--- config.mk ---
export PLATFORM = sky130hd
export DESIGN_NAME = twdc_ram
export DESIGN_NICKNAME = d
export VERILOG_FILES = /design/src/design/twdc_ram.sv
export SDC_FILE = /design/constraint.sdc
export NUM_CORES = 2
export LEC_CHECK = 0
export BUFFER_PORTS_ARGS = -buffer_cell sky130_fd_sc_hd__buf_2
export CAP_MARGIN = 25
export CORE_AREA = 8 8 599 601
export DETAILED_ROUTE_END_ITERATION = 6
export DIE_AREA = 0 0 607 609
export GPL_ROUTABILITY_DRIVEN = 0
export GPL_TIMING_DRIVEN = 1
export HOLD_SLACK_MARGIN = 0.15
export PLACE_DENSITY = 0.66
export SLEW_MARGIN = 5
export SYNTH_ARGS = -nofsm -noshare
export SYNTH_HDL_FRONTEND = slang
export SYNTH_SLANG_ARGS = --single-unit
--- constraint.sdc ---
create_clock -name clk -period 16.09 [get_ports clk]
set_clock_uncertainty 0.05 [all_clocks]
set_input_delay 0.8045 -clock clk [delete_from_list [all_inputs] [get_ports clk]]
set_output_delay 0.8045 -clock clk [all_outputs]
set_load 0.05 [all_outputs]
--- src/design/twdc_ram.sv ---
`default_nettype none
module twdc_ram #(
    parameter int WIDTH = 64,
    parameter int DEPTH = 64
) (
    input  logic                     clk,
    input  logic                     we,
    input  logic [$clog2(DEPTH)-1:0] waddr,
    input  logic [WIDTH-1:0]         wdata,
    input  logic [$clog2(DEPTH)-1:0] raddr,
    output logic [WIDTH-1:0]         rdata
);
    logic [WIDTH-1:0] mem [DEPTH];

    always_ff @(posedge clk)
    begin
        if (we)
        begin
            mem[waddr] <= wdata;
        end
    end

    always_ff @(posedge clk)
    begin
        rdata <= mem[raddr];
    end
endmodule
`default_nettype wire

Word-level counts from Yosys, hierarchy flattened
Memories as Yosys holds them, arrays and structs flattened. A register that Yosys moved wholly into a read port is not among the register bits.
Cells that the tools add are included.
W data, S select, Z words.
{"block": "op_classes", "n_addsub": 0, "mul": 0, "div": 0, "magnitude_cmp": 0, "n_eq_ne": 0, "n_shift": 0, "n_mux": 2, "bitwise": 0, "n_reduce_logical": 0}
{"operator": "$mux W1", "n": 2}
{"block": "totals", "register_bits": 0, "latch_bits": 0, "ramBits": 4096, "mem_bits_ro": 0, "input_bits": 78, "out_inout_bits": 64, "wordCells": 3, "n_memories": 1}
{"memory": "mem", "words": 64, "word_bits": 64, "rd": 1, "rd_clocked_by_memory_dff": 1, "wr": 1, "line_no": "13", "source": "logic [WIDTH-1:0] mem [DEPTH];"}

Longest topological paths before layout
{"block": "logic_depth", "depth_word": 2, "ltp_mapped": 9, "ltp_nobuf": 5}

Least setup slack after synthesis
Ideal clock, no wire load.
{"block": "synth_path", "path_kind": "input to register", "from": "input waddr[3]", "to": "memory mem[48][0] (enable)", "setup_ns": 0.564, "arrival_ns": 5.676, "t_required_ns": 15.476, "slack_ns": 9.800, "stages": 4, "n_path_buf": 1, "path_cell_list": "clkbuf_1 nor2b_1 nand4b_1 nor3_1"}
{"item": "start, declared", "line_no": "8", "source": "input logic [$clog2(DEPTH)-1:0] waddr,"}
{"item": "end, declared", "line_no": "13"}
No word-level cell before the write port.

==> impl_metrics.tcl <==
set metrics [dict create \
    grt_overflow 0 \
    tns_ns 0 \
    synth_area_leaders "edfxtp_1, mux4_2, mux2i_1" \
    start_kind "input port" \
    cts_setup_buffers 0 \
    syn_area_mm2 0.156 \
    setup_violations 0 \
    max-clock-path-buffers 4 \
    grt_pass1_vias 76190 \
    maxSlewViolCount 0 \
    synthDistinctLibCells 33 \
    numCtsBuffers 402 \
    clk_latency_ns 0.95 \
    initial_core_util_pct 44.8 \
    grt_pass1_wl_mm 586 \
    grt_max_degree 110 \
    cts_root_buffer "clkbuf_16" \
    min_path_type "in -> reg" \
    ios 142 \
    cp_slowest_cell "buf_4" \
    synth_fp_nets 6676 \
    sequentialPowerShare_pct 52.8 \
    dr_total_vias 75435 \
    dp_cells 11176 \
    utilization_pct 51.1 \
    rsz0062_at_grt "no" \
    slowest_delay_ns 0.88 \
    drv_cap 0 \
    dp_hpwl_mm 224 \
    cts_tree "yes" \
    port_buffers 141 \
    cp.arrival_ns 5.54 \
    die_w_um 607 \
    htree_levels 5 \
    worstMarginPinSlew_ns 1.14 \
    first_iter_violations 10514 \
    comb_power_share_pct 4.8 \
    period_needed_ns 4.81 \
    power_mw 22.8 \
    syn_to_final_growth_pct 13.9 \
    p_per_area_mw_per_mm2 128 \
    crit_required_ns 16.82 \
    die_area_mm2 0.370 \
    final_cell_mix "edfxtp_1, mux4_2, clkbuf_16" \
    firstDrtPassIters 6 \
    power_frac_clock_pct 42.4 \
    synth-seq-cells 4160 \
    hold_viol 0 \
    clkTransAtPathRegs_ns 0.06 \
    layout-drive-gt1-share_pct 28.8 \
    synth_area_per_cell_um2 23.7 \
    fmax_mhz 208 \
    slew_headroom_pct 24.2 \
    critPathTopFamily "buffers and inverters" \
    synthCells 6598 \
    vdd_drop_max_uv 112 \
    wl_mm 419 \
    path_common_cell "buf_4" \
    drt-wirelength-per-cell_um 34.9 \
    outcome "complete, no violations" \
    core.rowCount 217 \
    synth_top_area_cell "edfxtp_1" \
    path_class "in -> reg" \
    internal_power_mw 18.0 \
    ctsResizeCount 0 \
    setup_slack_ns 11.28 \
    fin_nets 7123 \
    path_max_fanout 99 \
    cp_num_buf_inv 6 \
    post-route-period-util_pct 29.9 \
    synth_top_area_share_pct 78.7 \
    drtAntennaViolNets 0 \
    critPathCaptureType "flip-flop" \
    final_common_cell "edfxtp_1" \
    cts.sinks 4160 \
    via_per_inst 6.28 \
    yosysSeqAreaShare_pct 79.5 \
    die_h_um 609 \
    ff2ff_setup_slack_ns 14.02 \
    swShare_pct 21.3 \
    grt_usage_pct 22.2 \
    path_cells "buf_12 > buf_12 > buf_4 > buf_4 > buf_4 > buf_16 > mux4_2 > a22oi_1 > and3_1 > a211oi_1" \
    antenna_found_initial 45 \
    fillers 26681 \
    cellLeakagePower_nw 55.4 \
    pre_cts_ws_ns 9.83 \
    p_sw_mw 4.85 \
    instances_no_fill 12007 \
    design.core.area_mm2 0.349 \
    synth_warnings 0 \
    drc 0 \
]
[metrics by stage]
stage,area [µm²],hold slack (ns)
after floorplan,156000,0.738
after global placement,163000,0.775
after detailed placement,163000,0.765
after CTS,177000,0.448
after global routing,178000,0.167
final,178000,0.183
[kinds of logic (layout without fill, tap and decap cells)]
family	Yosys count	count (layout)	synth area share, %
buffers and inverters	389	1175	1.18
AND/OR/NAND/NOR	386	386	1.24
flip-flops	4160	4160	79.5
AO/OA/AOI/OAI	504	504	2.48
other	0	24	0
multiplexers	1159	1159	15.6
[path summary, 6_finish.rpt]
check / startpoint / to / depth (start not counted)
worst min-delay path: wdata[11] / mem[25][11]$_DFFE_PP_ / 1
worst max register to register: mem[34][51]$_DFFE_PP_ / rdata[51]$_DFF_P_ / 4
worst max-delay path: raddr[0] / rdata[9]$_DFF_P_ / 10
worst min register to register: mem[60][63]$_DFFE_PP_ / rdata[63]$_DFF_P_ / 4
[layout make-up]
| type | instances | area (µm²) | share of cell area [%] |
|---|---|---|---|
| clock inverter | 227 | 2880 | 1.62 |
| timing repair buffer | 413 | 3600 | 2.02 |
| sequential | 4160 | 124000 | 69.8 |
| multi-input combinational | 2049 | 30800 | 17.3 |
| inverter | 19 | 71.3 | 0.0400 |
| antenna | 24 | 60.1 | 0.0337 |
| tap | 4599 | 5750 | 3.23 |
| clock buffer | 516 | 10700 | 6.00 |
[per-layer routing]
metal  vias up  track usage (%)  share of wire (%)
met5         -                0              0.016
met4        10             6.38                3.1
met3       691             4.17                 10
met2      4411             35.5                 48
met1     40907             31.6                 39
li1      29416                -                  -
[sequential cells by signal, summed over array words and instances, names as in the netlist]
register and flops:
mem 4096, rdata 64
[timing repair]
| action | 4_1_cts | 5_1_grt |
|---|---|---|
| hold endpoints to repair | 0 | 91 |
| hold buffers | 0 | 23 |
| setup endpoints to repair | 0 | 0 |
[power by group through the flow]
stage	clock network [mW]	logic [mW]	registers (mW)
after CTS	9.77	1.07	12.1
after global routing	10.2	1.15	12.1
final	9.66	1.10	12.1
after global placement	0	1.05	12.3
after detailed placement	0	1.07	12.3
after floorplan	0	0.559	12.3
[cell usage after synthesis]
| library cell | number |
|---|---|
| clkbuf_1 | 140 |
| or3_1 | 29 |
| a22oi_1 | 168 |
| nor2b_1 | 28 |
| nand3b_1 | 2 |
| or2_2 | 28 |
| buf_4 | 34 |
| buf_6 | 6 |
| mux4_2 | 1024 |
| a31o_1 | 1 |
| mux2i_1 | 135 |
| o22ai_1 | 83 |
| or3b_2 | 1 |
| buf_2 | 170 |
| and2_1 | 3 |
| dfxtp_1 | 64 |
| a31oi_1 | 18 |
| nand4b_1 | 1 |
| o221ai_1 | 38 |
| a211oi_1 | 63 |
| buf_1 | 20 |
| nand2_1 | 58 |
| nand2b_1 | 11 |
| and3_1 | 64 |
| nor2_1 | 112 |
| inv_1 | 19 |
| a22o_1 | 88 |
| edfxtp_1 | 4096 |
| a2bb2oi_1 | 19 |
| nor3_1 | 2 |
| a41oi_1 | 26 |
| nand3_1 | 45 |
| nand4_1 | 2 |
No activity file was read; power rests on OpenSTA's default activity.
